===== src/hdl/b64e_pkg.sv =====
// Shared types, constants and the sextet-to-character map for the Base64 encoder.
`default_nettype none
package b64e_pkg;

   localparam int QUEUE_DEPTH = 2;

   localparam logic [7:0] PAD_CHAR = 8'h3D;

   localparam logic CSR_URL_ALPHABET = 1'b0;
   localparam logic CSR_PAD_ENABLE   = 1'b1;

   // Position within the three-byte group.
   typedef enum logic [2:0] {
      PH_FIRST  = 3'b001,
      PH_SECOND = 3'b010,
      PH_THIRD  = 3'b100
   } phase_type;

   // One classified byte: up to two sextets followed by up to two pad characters.
   typedef struct packed {
      logic [5:0] sx0;
      logic [5:0] sx1;
      logic       two_sext;
      logic [1:0] n_pad;
      logic       last;
   } job_type;

   function automatic logic [7:0] sextet_char(input logic [5:0] v, input logic url);
      logic [7:0] r;
      if (v < 6'd26) begin
         r = 8'h41 + {2'b00, v};
      end else if (v < 6'd52) begin
         r = 8'h61 + {2'b00, v} - 8'd26;
      end else if (v < 6'd62) begin
         r = 8'h30 + {2'b00, v} - 8'd52;
      end else if (v == 6'd62) begin
         r = url ? 8'h2D : 8'h2B;
      end else begin
         r = url ? 8'h5F : 8'h2F;
      end
      return r;
   endfunction

endpackage
`default_nettype wire


===== src/hdl/b64e_front.sv =====
// Front end: takes bytes, tracks the group position and builds one job per byte.
`default_nettype none
module b64e_front
   import b64e_pkg::*;
(
   input  wire logic       clock,
   input  wire logic       reset,
   input  wire logic       req_valid,
   output logic            req_ready,
   input  wire logic [7:0] req_in_byte,
   input  wire logic       req_in_last,
   input  wire logic       pad_enable,
   input  wire logic       queue_full,
   output logic            job_push,
   output job_type         job
);

   phase_type  phase_ff, phase_in;
   logic [3:0] carry_ff, carry_in;
   logic       xfer;

   assign req_ready = !queue_full;
   assign xfer      = req_valid && req_ready;
   assign job_push  = xfer;

   always_comb begin
      job          = '0;
      job.last     = req_in_last;
      phase_in     = phase_ff;
      carry_in     = carry_ff;
      unique case (phase_ff)
         PH_SECOND: begin
            job.sx0 = {carry_ff[1:0], req_in_byte[7:4]};
            if (req_in_last) begin
               job.sx1      = {req_in_byte[3:0], 2'b00};
               job.two_sext = 1'b1;
               job.n_pad    = pad_enable ? 2'd1 : 2'd0;
            end else begin
               carry_in = req_in_byte[3:0];
               phase_in = PH_THIRD;
            end
         end
         PH_THIRD: begin
            job.sx0      = {carry_ff, req_in_byte[7:6]};
            job.sx1      = req_in_byte[5:0];
            job.two_sext = 1'b1;
            carry_in     = 4'd0;
            phase_in     = PH_FIRST;
         end
         default: begin
            job.sx0 = req_in_byte[7:2];
            if (req_in_last) begin
               job.sx1      = {req_in_byte[1:0], 4'b0000};
               job.two_sext = 1'b1;
               job.n_pad    = pad_enable ? 2'd2 : 2'd0;
            end else begin
               carry_in = {2'b00, req_in_byte[1:0]};
               phase_in = PH_SECOND;
            end
         end
      endcase
      if (req_in_last) begin
         carry_in = 4'd0;
         phase_in = PH_FIRST;
      end
   end

   always_ff @(posedge clock) begin
      if (reset) begin
         phase_ff <= PH_FIRST;
         carry_ff <= 4'd0;
      end else if (xfer) begin
         phase_ff <= phase_in;
         carry_ff <= carry_in;
      end
   end

endmodule
`default_nettype wire


===== src/hdl/b64e_queue.sv =====
// Small job FIFO between the front end and the character emitter.
`default_nettype none
module b64e_queue
   import b64e_pkg::*;
#(
   parameter int Depth = QUEUE_DEPTH
)(
   input  wire logic    clock,
   input  wire logic    reset,
   input  wire logic    push,
   input  wire job_type push_job,
   output logic         full,
   input  wire logic    pop,
   output logic         valid,
   output job_type      head
);

   localparam int PtrW = (Depth > 1) ? $clog2(Depth) : 1;
   localparam int CntW = $clog2(Depth + 1);

   job_type           entries_ff [Depth];
   logic [PtrW-1:0]   wr_ptr_ff, rd_ptr_ff;
   logic [CntW-1:0]   count_ff;
   logic              do_push, do_pop;

   assign full    = (count_ff == CntW'(Depth));
   assign valid   = (count_ff != '0);
   assign head    = entries_ff[rd_ptr_ff];
   assign do_push = push && !full;
   assign do_pop  = pop && valid;

   always_ff @(posedge clock) begin
      if (do_push) begin
         entries_ff[wr_ptr_ff] <= push_job;
      end
   end

   // pointers wrap naturally; depth must be a power of two, which the block itself does not enforce
   always_ff @(posedge clock) begin
      if (reset) begin
         wr_ptr_ff <= '0;
         rd_ptr_ff <= '0;
         count_ff  <= '0;
      end else begin
         if (do_push) begin
            wr_ptr_ff <= wr_ptr_ff + PtrW'(1);
         end
         if (do_pop) begin
            rd_ptr_ff <= rd_ptr_ff + PtrW'(1);
         end
         if (do_push && !do_pop) begin
            count_ff <= count_ff + CntW'(1);
         end else if (do_pop && !do_push) begin
            count_ff <= count_ff - CntW'(1);
         end
      end
   end

endmodule
`default_nettype wire


===== src/hdl/b64e_back.sv =====
// Back end: walks the current job one character per cycle into the output register while rsp_ready does not stall it.
`default_nettype none
module b64e_back
   import b64e_pkg::*;
(
   input  wire logic    clock,
   input  wire logic    reset,
   input  wire logic    url_alphabet,
   input  wire logic    job_valid,
   input  wire job_type job,
   output logic         job_pop,
   output logic         rsp_valid,
   input  wire logic    rsp_ready,
   output logic [7:0]   rsp_out_char,
   output logic         rsp_out_last
);

   job_type    cur_ff;
   logic       cur_valid_ff;
   logic [1:0] idx_ff;
   logic       rsp_valid_ff;
   logic [7:0] char_ff;
   logic       last_ff;

   logic [2:0] total;
   logic       last_char;
   logic       out_free;
   logic       emit;
   logic       done;
   logic [7:0] char_in;

   assign total     = 3'd1 + {2'b00, cur_ff.two_sext} + {1'b0, cur_ff.n_pad};
   assign last_char = ({1'b0, idx_ff} == (total - 3'd1));
   assign out_free  = !rsp_valid_ff || rsp_ready;
   assign emit      = cur_valid_ff && out_free;
   assign done      = emit && last_char;
   assign job_pop   = job_valid && (!cur_valid_ff || done);

   // sextets come first, pad characters fill the rest of the job
   always_comb begin
      if (idx_ff == 2'd0) begin
         char_in = sextet_char(cur_ff.sx0, url_alphabet);
      end else if (idx_ff == 2'd1 && cur_ff.two_sext) begin
         char_in = sextet_char(cur_ff.sx1, url_alphabet);
      end else begin
         char_in = PAD_CHAR;
      end
   end

   always_ff @(posedge clock) begin
      if (job_pop) begin
         cur_ff <= job;
      end
      if (emit) begin
         char_ff <= char_in;
         last_ff <= cur_ff.last && last_char;
      end
   end

   always_ff @(posedge clock) begin
      if (reset) begin
         cur_valid_ff <= 1'b0;
         idx_ff       <= 2'd0;
         rsp_valid_ff <= 1'b0;
      end else begin
         if (job_pop) begin
            cur_valid_ff <= 1'b1;
            idx_ff       <= 2'd0;
         end else if (done) begin
            cur_valid_ff <= 1'b0;
            idx_ff       <= 2'd0;
         end else if (emit) begin
            idx_ff <= idx_ff + 2'd1;
         end
         if (emit) begin
            rsp_valid_ff <= 1'b1;
         end else if (rsp_ready) begin
            rsp_valid_ff <= 1'b0;
         end
      end
   end

   assign rsp_valid    = rsp_valid_ff;
   assign rsp_out_char = char_ff;
   assign rsp_out_last = last_ff;

   a_idx_in_job: assert property (@(posedge clock) disable iff (reset)
      cur_valid_ff |-> ({1'b0, idx_ff} < total))
      else $error("character index ran past the end of the job");

   a_idle_idx_zero: assert property (@(posedge clock) disable iff (reset)
      !cur_valid_ff |-> (idx_ff == 2'd0))
      else $error("character index not cleared while no job is held");

   a_emit_loads_out: assert property (@(posedge clock) disable iff (reset)
      emit |=> (rsp_valid_ff && char_ff == $past(char_in)))
      else $error("emitted character not captured in the output register");

endmodule
`default_nettype wire


===== src/hdl/base64_encoder_core.sv =====
// Base64 encoder top level: control registers and the front, queue and back stages.
// A byte's first character passes through the queue entry, the back end's job register and
// the output register. Throughput: one character per cycle while rsp_ready does not stall,
// set by the single output register of the back end; a byte yields one character at group
// positions one and two, two at position three, and up to four for a last byte with padding.
// Reset (synchronous): group position and queue cleared, url_alphabet 0, pad_enable 1.
`default_nettype none
module base64_encoder_core
   import b64e_pkg::*;
#(
   parameter int QueueDepth = QUEUE_DEPTH
)(
   input  wire logic       clock,
   input  wire logic       reset,
   input  wire logic       req_valid,
   output logic            req_ready,
   input  wire logic [7:0] req_in_byte,
   input  wire logic       req_in_last,
   output logic            rsp_valid,
   input  wire logic       rsp_ready,
   output logic [7:0]      rsp_out_char,
   output logic            rsp_out_last,
   input  wire logic       csr_we,
   input  wire logic       csr_index,
   input  wire logic       csr_wdata
);

   logic    url_alphabet_ff;
   logic    pad_enable_ff;
   logic    queue_full;
   logic    job_push;
   job_type push_job;
   logic    job_pop;
   logic    job_valid;
   job_type head_job;

   always_ff @(posedge clock) begin
      if (reset) begin
         url_alphabet_ff <= 1'b0;
         pad_enable_ff   <= 1'b1;
      end else if (csr_we) begin
         unique case (csr_index)
            CSR_URL_ALPHABET: url_alphabet_ff <= csr_wdata;
            CSR_PAD_ENABLE:   pad_enable_ff   <= csr_wdata;
            default: ;
         endcase
      end
   end

   b64e_front u_front (
      .clock       (clock),
      .reset       (reset),
      .req_valid   (req_valid),
      .req_ready   (req_ready),
      .req_in_byte (req_in_byte),
      .req_in_last (req_in_last),
      .pad_enable  (pad_enable_ff),
      .queue_full  (queue_full),
      .job_push    (job_push),
      .job         (push_job)
   );

   b64e_queue #(
      .Depth (QueueDepth)
   ) u_queue (
      .clock    (clock),
      .reset    (reset),
      .push     (job_push),
      .push_job (push_job),
      .full     (queue_full),
      .pop      (job_pop),
      .valid    (job_valid),
      .head     (head_job)
   );

   b64e_back u_back (
      .clock        (clock),
      .reset        (reset),
      .url_alphabet (url_alphabet_ff),
      .job_valid    (job_valid),
      .job          (head_job),
      .job_pop      (job_pop),
      .rsp_valid    (rsp_valid),
      .rsp_ready    (rsp_ready),
      .rsp_out_char (rsp_out_char),
      .rsp_out_last (rsp_out_last)
   );

endmodule
`default_nettype wire

===== config.mk =====
export PLATFORM = sky130hd
export DESIGN_NAME = base64_encoder_core
export DESIGN_NICKNAME = d
export VERILOG_FILES = /design/src/hdl/b64e_pkg.sv /design/src/hdl/b64e_front.sv /design/src/hdl/b64e_queue.sv /design/src/hdl/b64e_back.sv /design/src/hdl/base64_encoder_core.sv
export SDC_FILE = /design/constraint.sdc
export NUM_CORES = 1
export LEC_CHECK = 0
export ABC_AREA = 1
export BUFFER_PORTS_ARGS = -buffer_cell sky130_fd_sc_hd__buf_2
export CAP_MARGIN = 10
export CORE_ASPECT_RATIO = 0.8
export CORE_MARGIN = 2
export CORE_UTILIZATION = 40
export DETAILED_ROUTE_END_ITERATION = 7
export GPL_TIMING_DRIVEN = 0
export SLEW_MARGIN = 20
export SYNTH_ARGS = -nofsm -noshare
export SYNTH_HDL_FRONTEND = slang
export SYNTH_SLANG_ARGS = --single-unit
export TNS_END_PERCENT = 50

===== constraint.sdc =====
create_clock -name clock -period 2.8 [get_ports clock]
set_input_delay 0 -clock clock [delete_from_list [all_inputs] [get_ports clock]]
set_output_delay 0 -clock clock [all_outputs]
set_load 0.03 [all_outputs]

**Yosys cells after proc, flatten, opt, wreduce, memory -nomap -nowiden**

Memory sizes are Yosys's and may differ from the RTL's. A register that Yosys moved wholly into a read port is not among the register bits.
Index checks and enable logic that the tools add are counted.

- Latch bits: 0
- Bits in read-only memories: 0
- RAM bits: 32
- Memories: 1
- Register bits after elaboration: 26
- Input port bits: 16

- Eq/ne operators: 7
- Muxes and demuxes: 30
- Divide/modulo/power cells: 0
- Reduce and logical (&&, ||, !) cells: 25
- Multiply operators: 0
- Order comparisons: 6
- Shifts and indexed selects: 0
- Bitwise logic cells: 1
- Add/subtract/negate cells: 18

Memory list:

| memory | words | bits a word | rd ports | clocked after memory_dff | wr ports | line | source |
|---|---|---|---|---|---|---|---|
| u_queue.entries_ff | 2 | 16 | 1 | 1 | 1 | b64e_queue.sv:21 | `job_type entries_ff [Depth];` |

Operators with widths:

| operator | count |
|---|---|
| 2-to-1 mux 8 bit | 10 |
| adder 7 x 6 -> 8 bit (first input constant) | 4 |
| case mux 13 bit (2 select lines) | 1 |
| less-than comparator 6 bit (second input constant) | 4 |
| 2-to-1 mux 9 bit | 2 |
| subtractor 8 x 5 -> 8 bit (second input constant) | 2 |
| subtractor 8 x 6 -> 8 bit (second input constant) | 2 |
| adder 6 x 6 -> 7 bit (first input constant) | 2 |
| equality test 6 bit (second input constant) | 2 |
| less-than comparator 6 x 5 -> 1 bit (second input constant) | 2 |
| logical AND 1 bit | 10 |
| case mux 4 bit (2 select lines) | 1 |
| nonzero test 2 bit | 4 |
| 2-to-1 mux 1 bit | 7 |
| 2-to-1 mux 7 bit | 1 |
| 2-to-1 mux 2 bit | 3 |
| 2-to-1 mux 3 bit | 2 |
| case mux 3 bit (2 select lines) | 1 |
| logical NOT 1 bit | 5 |
| adder 2 x 1 -> 2 bit (second input constant) | 2 |
| 2-to-1 mux 4 bit | 1 |
| case mux 2 bit (2 select lines) | 1 |
| AND reduction 2 bit | 2 |
| adder 3 x 2 -> 3 bit | 1 |
| 13 further kinds | 15 |

**Logic depth before layout (Yosys ltp)**

Gate-level depths: netlist (run 1).

- Depth in word-level cells: 11
- Mapped depth: 13

**Hierarchy**

A second synthesis (run 1) with hierarchy kept.

- Cells, all modules: 469
- Area, all modules: 4184.0 um^2

By module, submodules not included:

| module | seq. area each (um^2) | cells an instance | times used | area an instance (um^2) |
|---|---|---|---|---|
| b64e_back | 830.8 | 275 | 1 | 2050.7 |
| b64e_queue | 1061.0 | 87 | 1 | 1453.9 |
| b64e_front | 140.1 | 94 | 1 | 588.1 |
| base64_encoder_core | 40.0 | 13 | 1 | 91.3 |

**Worst setup path after synthesis (run 1)**

Ideal clock, no wire load.

- Kind: register to register
- Start: reg, netlist name u_back.cur_ff[3]
- End: reg u_queue.count_ff[1]
- Stages on the path, launching flop included: 14
- Buffers on the path: 0
- Slack: 0.532 ns
- Setup time: 0.122 ns
- Clock period less this slack: 2.268 ns
- Arrival: 2.146 ns
- Path through: edfxtp_1 > inv_1 > ha_1 > inv_1 > ha_1 > xnor2_1 > nand4_1 > nand2_1 > nand2_1 > ha_1 > a21oi_1 > o21ai_0 > o21ai_0 > a21oi_1

- Word-level cells in the longest chain between the ends: 11

Ends and longest elaborated chain:

| element | line | source |
|---|---|---|
| adder 1 x 1 -> 2 bit (*) | b64e_back.sv:32 | `assign total = 3'd1 + {2'b00, cur_ff.two_sext} + {1'b0, cur_ff.n_pad};` |
| adder 3 x 2 -> 3 bit (*) | b64e_back.sv:32 |  |
| subtractor 3 x 1 -> 3 bit (*) | b64e_back.sv:33 | `assign last_char = ({1'b0, idx_ff} == (total - 3'd1));` |
| equality test 2 x 3 -> 1 bit (*) | b64e_back.sv:33 |  |
| logical AND 1 bit (*) | b64e_back.sv:36 | `assign done = emit && last_char;` |
| logical OR 1 bit (*) | b64e_back.sv:37 | `assign job_pop = job_valid && (!cur_valid_ff \|\| done);` |
| logical AND 1 bit (*) | b64e_back.sv:37 |  |
| logical AND 1 bit (*) | b64e_queue.sv:30 | `assign do_pop = pop && valid;` |
| logical NOT 1 bit | b64e_queue.sv:51 | `if (do_push && !do_pop) begin` |
| logical AND 1 bit | b64e_queue.sv:51 |  |
| 2-to-1 mux 2 bit or nonzero test 2 bit (tied branches) | -- |  |
| to (signal assigned) | b64e_queue.sv:52 | `count_ff <= count_ff + CntW'(1);` |
| to (signal assigned) | b64e_queue.sv:54 | `count_ff <= count_ff - CntW'(1);` |
| to (decl) | b64e_queue.sv:23 | `logic [CntW-1:0] count_ff;` |

Every way passes the cells marked *; elsewhere a longest branch is shown, timed or not.
A chain may end at the register's enable or synchronous reset.

**Worst setup path in the final report (run 1)**

- Start: reg, netlist name u_back.cur_ff[3]
- End: reg, netlist name u_back.cur_ff[6]

- Word-level cells in the longest chain between the ends: 7

Ends and longest elaborated chain:

| element | line | source |
|---|---|---|
| adder 1 x 1 -> 2 bit | b64e_back.sv:32 |  |
| adder 3 x 2 -> 3 bit | b64e_back.sv:32 |  |
| subtractor 3 x 1 -> 3 bit | b64e_back.sv:33 |  |
| equality test 2 x 3 -> 1 bit | b64e_back.sv:33 |  |
| logical AND 1 bit | b64e_back.sv:36 |  |
| logical OR 1 bit | b64e_back.sv:37 |  |
| logical AND 1 bit | b64e_back.sv:37 |  |
| via job_pop | base64_encoder_core.sv:33 | `logic job_pop;` |

The timed path passes the listed nets, and every way through them passes these cells.

==> reports/metrics.yaml, run 1 <==
synthesis:
  synthSimpleGateAreaFrac_pct: 19.1
  synth_edf_count: 57
  synth.distinct_cells: 34
  synth_top_family_by_area: "simple AND/OR/NAND/NOR gates"
  yosysMostFrequentCell: "nand2_1"
  synthAdderAreaFrac_pct: 6.71
  async_flop_share_pct: 0
  synth_commonest_cells: "nand2_1 (91), edfxtp_1 (57), inv_1 (53)"
  synth_xor_area_share_pct: 2.56
  ys.flop_type: "edfxtp_1"
  yosys-top-cells-area: "edfxtp_1 (42%), nand2_1 (8.3%), dfxtp_1 (8.3%)"
  avgSynthCellArea_sq_um: 9.26
  synth_top_area_cell: "edfxtp_1"
  synth_mux_area_share_pct: 4.39
  synth_compound_area_share_pct: 10.2
  netlist_area_sq_um: 4100
  synthesis.nets: 481
  synth.top_cell.area_share_pct: 41.7
  ys_seq_elements: 74
  ys_seq_area_share_pct: 50.0
  ys_warn_count: 0
  netlist_instances: 443
final_layout:
  layout-drive-gt1-share_pct: 19.8
  final_nets: 533
  fin_util_pct: 48.4
  antenna_cells: 0
  area_growth_pct: 19.4
sta:
  rsz0062_at_grt: "false"
  finalCritPeriodShare_pct: 88.9
  max_clock_freq_mhz: 402
  finalSetupViolations: 0
  tightest_slew_ns: 0.870
  hold_violations: 0
  skew_ns: 0.00706
  post-route-min-period_ns: 2.49
  setup_tns_ns: 0
  maxSlewHeadroom_pct: 42.0
  final_max_slew_viol_count: 0
detailed_routing:
  routedWlPerCell_um: 13.0
  viasPerCell: 4.89
  antenna_left: 0
  dr_total_vias: 3127
  route.detailed.drc: 0
  first_pass_iters: 4
  drt_iter0_markers: 233
  wirelength_um: 8350
clock_network:
  htreeDepth: 3
  clkLatencyLatePin_ns: 0.33
  numCtsBuffers: 9
  path_clk_slew_ns: 0.06
  clock_path_buffers: 2
  cts_sinks: 74
  cts_tree: "built"
  clock-root-buffer: "clkbuf_16"
floorplanning:
  num_rows: 33
  fp.dieW_um: 117
  start_util_pct: 40.5
  die_y_um: 94.6
  die_area_sq_um: 11100
  core_region_area_sq_um: 10100
  pin_count: 27
power:
  ir_drop_uv: 404
  leakage_nw: 2.04
  powerDensity_nw_per_um2: 1070
worst_setup_path:
  rrSetupSlack_ns: 0.31
  slowest_delay_ns: 0.46
  path_cells: "inv_1 -> ha_1 -> inv_1 -> ha_1 -> xnor2_2 -> nand4_1 -> nand2_2 -> nand2_1 -> inv_1"
  critical_path_class: "flop to flop"
  crit_family: "adder cells"
  start_kind: "flop"
  worstPathArrival_ns: 2.45
  cp_max_fo: 16
  critPathCaptureType: "flop"
  cp.buffers_inverters: 3
  crit_top_cell: "inv_1"
  cp_slowest_cell: "inv_1"
  critPathRequiredTime_ns: 2.76
grt:
  antenna_found_initial: 0
  globalRoute.totalOverflow: 0
  grt_start_max_net_pins: 18
  grt_pass1_vias: 2917
  grt_usage_pct: 16.1
  grt_pass1_wl_um: 13700
status:
  status: "completed"
worst_hold_path:
  hold_path.class: "input port to flop"
place:
  io_buffers: 26
  gp_congestion: 0.898
  hpwl_um: 6160
run:
  drv_cap: 0
sequential cells by signal (all words and copies together), names as in the netlist:
| signal | flops |
|---|---|
| u_queue.count_ff | 2 |
| u_front.phase_ff | 3 |
| u_queue.rd_ptr_ff | 1 |
| u_back.rsp_out_char | 8 |
| u_queue.wr_ptr_ff | 1 |
| u_back.rsp_valid | 1 |
| u_queue.entries_ff | 32 |
| u_front.carry_ff | 4 |
| url_alphabet_ff | 1 |
| u_back.cur_valid_ff | 1 |
| u_back.idx_ff | 2 |
| u_back.cur_ff | 16 |
| u_back.rsp_out_last | 1 |
| pad_enable_ff | 1 |
layout by cell type (no fill, tap or decap), types with 2 or more instances in the layout:
cell type and count:
a31oi_1 2, a22oi_1 3, nand3_1 29, dlygate4sd3_1 14
buf_2 30, bufinv_16 2, ha_1 22, a21oi_1 22
nor3_1 7, clkbuf_16 9, nand2_1 90, o221ai_1 7
o31ai_1 2, o21ai_0 15, a21o_1 2, edfxtp_1 57
nand4_1 4, inv_1 53, o211ai_1 3, o21ai_1 9
nor2_2 8, xor2_1 10, nor3_4 2, mux2_2 16
nand3_2 4, a21oi_2 2, nor2_1 27, inv_2 16
dfxtp_1 17
timing repair:
action	CTS	global route
buffers inserted	0	1
hold endpoints to repair	13	0
setup endpoints to repair	0	17
gates resized for setup	0	3
hold buffers	14	0
final timing paths:
path / cells past startpoint / end / from
worst max register to register: 9 / u_back.cur_ff[6] / u_back.cur_ff[3]
worst min-delay path: 3 / u_queue.entries_ff[0][12] / req_in_byte[4]
worst max-delay path: 9 / u_back.cur_ff[6] / u_back.cur_ff[3]
worst min register to register: 2 / u_front.carry_ff[2] / u_front.carry_ff[2]
kinds of logic after synthesis:
family,count (synthesis)
AND/OR/NAND/NOR,174
buffers and inverters,75
flip-flops,74
AO/OA/AOI/OAI,70
multiplexers,16
adder cells (fa/ha/maj),22
XOR/XNOR,12
metal layers:
layer	global-route usage, %	routed length (um)	up-vias
met1	21.6	4060	1443
met4	4.22	40	0
met5	0	0	-
li1	-	-	1608
met3	4.62	385	6
met2	25.6	3860	70
where the power goes:
group | leakage, nW | internal, mW | total, mW | switching (mW)
logic | 1.20 | 0.796 | 2.21 | 1.41
clock network | 0.158 | 0.789 | 1.25 | 0.461
registers | 0.679 | 1.60 | 1.80 | 0.198
total | 2.04 | 3.18 | 5.25 | 2.07
stage by stage:
| stage | cell area, sq um | hold slack (ns) | power [mW] | setup WS (ns) | instances |
|---|---|---|---|---|---|
| 2_1_floorplan | 4100 | 0.0989 | 3.45 | 0.532 | 443 |
| 4_1_cts | 4880 | 0.0343 | 5.24 | 0.230 | 639 |
| 3_3_place_gp | 4410 | 0.250 | 3.92 | 0.288 | 609 |
| 6_report | 4900 | 0.0501 | 5.25 | 0.310 | 640 |
| 3_5_place_dp | 4410 | 0.253 | 3.97 | 0.245 | 609 |
| 5_1_grt | 4900 | 0.0605 | 5.65 | 0.0246 | 640 |
worst reg2reg max path: stages (launching register included):
cell	delay (ns)
edfxtp_1	0.37
inv_1	0.05
ha_1	0.27
inv_1	0.04
ha_1	0.31
xnor2_2	0.15
nand4_1	0.18
nand2_2	0.17
nand2_1	0.11
inv_1	0.46
cell type report:
| type | instances | area (sq um) |
|---|---|---|
| flip-flops and latches | 74 | 2050 |
| inverters | 70 | 263 |
| clock buffers | 9 | 225 |
| multi-input cells | 294 | 1780 |
| plain buffers | 5 | 23.8 |
| well taps | 140 | 175 |
| clock inverters | 7 | 101 |
| fillers | 958 | 5220 |
| repair buffers | 41 | 278 |
Power figures use the tool's default switching activity.
==> inputs of run 2 (changes only) <==
--- a/config.mk
+++ b/config.mk
@@ -5,7 +5,7 @@
 export SDC_FILE = /design/constraint.sdc
 export NUM_CORES = 1
 export LEC_CHECK = 0
-export ABC_AREA = 1
+export ABC_AREA = 0
 export BUFFER_PORTS_ARGS = -buffer_cell sky130_fd_sc_hd__buf_2
 export CAP_MARGIN = 10
 export CORE_ASPECT_RATIO = 0.8
==> reports/metrics.yaml, run 2 <==
clock_network:
  cts_tree: "built"
  cts.repair.resized: 0
  clkLatencyLatePin_ns: 0.33
  clock_path_buffers: 2
  path_clk_slew_ns: 0.06
  numCtsBuffers: 9
  clock-root-buffer: "clkbuf_16"
  htreeDepth: 3
  cts_sinks: 74
synthesis:
  async_flop_share_pct: 0
  synth_compound_area_share_pct: 14.0
  synth_xor_area_share_pct: 4.13
  synth.top_cell.area_share_pct: 42.5
  yosysMostFrequentCell: "edfxtp_1"
  netlist_instances: 376
  synthSimpleGateAreaFrac_pct: 15.2
  synth_top_area_cell: "edfxtp_1"
  synth_top_family_by_area: "simple AND/OR/NAND/NOR gates"
  avgSynthCellArea_sq_um: 10.7
  netlist_area_sq_um: 4030
  ys_warn_count: 0
  synthesis.nets: 414
  yosys-top-cells-area: "edfxtp_1 (42%), dfxtp_1 (8.4%), ha_1 (6.8%)"
  synthAdderAreaFrac_pct: 6.83
  synth_mux_area_share_pct: 4.97
  ys_seq_elements: 74
  synth_commonest_cells: "edfxtp_1 (57), nand2_1 (36), inv_1 (23), nor2_1 (23), ha_1 (22)"
  ys.flop_type: "edfxtp_1"
  synth.distinct_cells: 57
  ys_seq_area_share_pct: 50.9
  synth_edf_count: 57
sta:
  hold_violations: 0
  skew_ns: 0.00652
  whs_ns: 0.0260
  tightest_slew_ns: 0.813
  setup_tns_ns: 0
  post-route-min-period_ns: 2.69
  rsz0062_at_grt: "false"
  finalCritPeriodShare_pct: 96.1
  max_clock_freq_mhz: 372
  maxSlewHeadroom_pct: 45.7
  finalSetupViolations: 0
  final_max_slew_viol_count: 0
worst_setup_path:
  slowest_delay_ns: 0.37
  cp_max_fo: 3
  start_kind: "flop"
  cp_slowest_cell: "or3_1"
  worstPathArrival_ns: 2.95
  critPathCaptureType: "flop"
  critical_path_class: "flop to flop"
  critPathRequiredTime_ns: 3.06
  cp.buffers_inverters: 2
  path_cells: "inv_1 -> ha_1 -> inv_1 -> ha_1 -> xor2_1 -> o41a_1 -> or2_4 -> ha_1 -> or3_1 -> a21oi_1"
  crit_family: "adder cells"
  cp-startpoint: "u_back.cur_ff[3]"
  reg2reg_from: "u_back.cur_ff[3]"
  crit_top_cell: "ha_1"
final_layout:
  fill_cells: 883
  multi_input_area_sq_um: 1820
  antenna_cells: 0
  final_common_cell: "edfxtp_1"
  top_register: "u_queue.entries_ff"
  final_cell_mix: "edfxtp_1 (57), nand2_1 (36), buf_2 (29), inv_1 (23)"
  area_growth_pct: 17.3
  largest_reg_flops: 32
  final_nets: 464
  regArea_sq_um: 2050
  fin_util_pct: 48.6
  layout-drive-gt1-share_pct: 16.7
  final-instance-count-excl-fill: 567
floorplanning:
  core_region_area_sq_um: 9730
  die_y_um: 93.8
  start_util_pct: 41.4
  die_area_sq_um: 10900
  num_rows: 32
  pin_count: 27
  fp.dieW_um: 116
power:
  leakage_nw: 1.83
  power_mw: 5.07
  powerDensity_nw_per_um2: 1070
  ir_drop_uv: 357
grt:
  grt_pass1_vias: 2818
  grt_pass1_wl_um: 13800
  antenna_found_initial: 0
  globalRoute.totalOverflow: 0
  grt_usage_pct: 16.6
  grt_start_max_net_pins: 18
place:
  numPlacedInstances: 538
  hpwl_um: 6020
  gp_congestion: 0.886
  io_buffers: 26
detailed_routing:
  viasPerCell: 5.20
  routedWlPerCell_um: 14.6
  drt_iter0_markers: 181
  dr_total_vias: 2948
  first_pass_iters: 4
  route.detailed.drc: 0
  antenna_left: 0
  wirelength_um: 8280
run:
  drv_cap: 0
worst_hold_path:
  hold_path.class: "input port to flop"
  hold_start: "req_in_byte[4]"
status:
  status: "completed"
==> run 2: logic make-up (layout without fill, tap and decap cells) <==
family,Yosys count,in the layout
simple gates,122,122
compound gates,81,81
flops,74,74
buf+inv,40,95
fa+ha+maj,22,22
xor+xnor,19,19
mux,18,18
==> run 2: worst paths after layout <==
check	to	slack, ns	depth (start not counted)
setup / recovery	u_queue.count_ff[1]	0.11	10
hold / removal	u_queue.entries_ff[1][10]	0.03	3
setup reg to reg	u_queue.count_ff[1]	0.11	10
hold reg to reg	u_front.carry_ff[3]	0.46	2
==> run 2: power breakdown <==
group          switching [mW]  leakage, nW  total [mW]  internal [mW]
logic                    1.33         1.02        2.23          0.899
clock network           0.428        0.133        1.02          0.595
registers               0.207        0.679        1.82           1.61
total                    1.96         1.83        5.07           3.11
==> run 2: cell type report <==
type / instances / share of cell area, %
plain buffers: 14 / 1.30
well taps: 136 / 3.60
flip-flops and latches: 74 / 43.4
multi-input cells: 262 / 38.5
repair buffers: 39 / 5.40
clock inverters: 7 / 0.927
clock buffers: 9 / 4.77
inverters: 26 / 2.09
==> run 2: worst reg2reg max path: cells and delay by family, from the launching register on <==
family | cells | cell delay [ns]
simple gates | 2 | 0.62
xor+xnor | 1 | 0.16
buf+inv | 2 | 0.11
flops | 1 | 0.36
fa+ha+maj | 3 | 0.88
compound gates | 2 | 0.49
==> run 2: routing by layer <==
layer / part of all wire [%] / global-route usage [%] / vias up
met5: 0 / 0 / -
met4: 1.4 / 4.76 / 0
met3: 4.0 / 4.32 / 11
met2: 45 / 26.2 / 58
met1: 50 / 22.6 / 1400
li1: - / - / 1479
==> run 2: through the flow <==
step	cell area [sq um]	worst slack, ns
2_1_floorplan	4030	0.173
3_3_place_gp	4330	0.0455
3_5_place_dp	4330	-0.00194
4_1_cts	4720	0.00658
5_1_grt	4720	0.00680
6_report	4720	0.110
==> run 2: timing repair <==
action / 4_1_cts / 5_1_grt
buffers inserted: 1 / 1
hold buffers: 11 / 0
endpoints found under the hold margin: 13 / 0
pin swaps: 0 / 1
endpoints found under the setup margin: 1 / 1
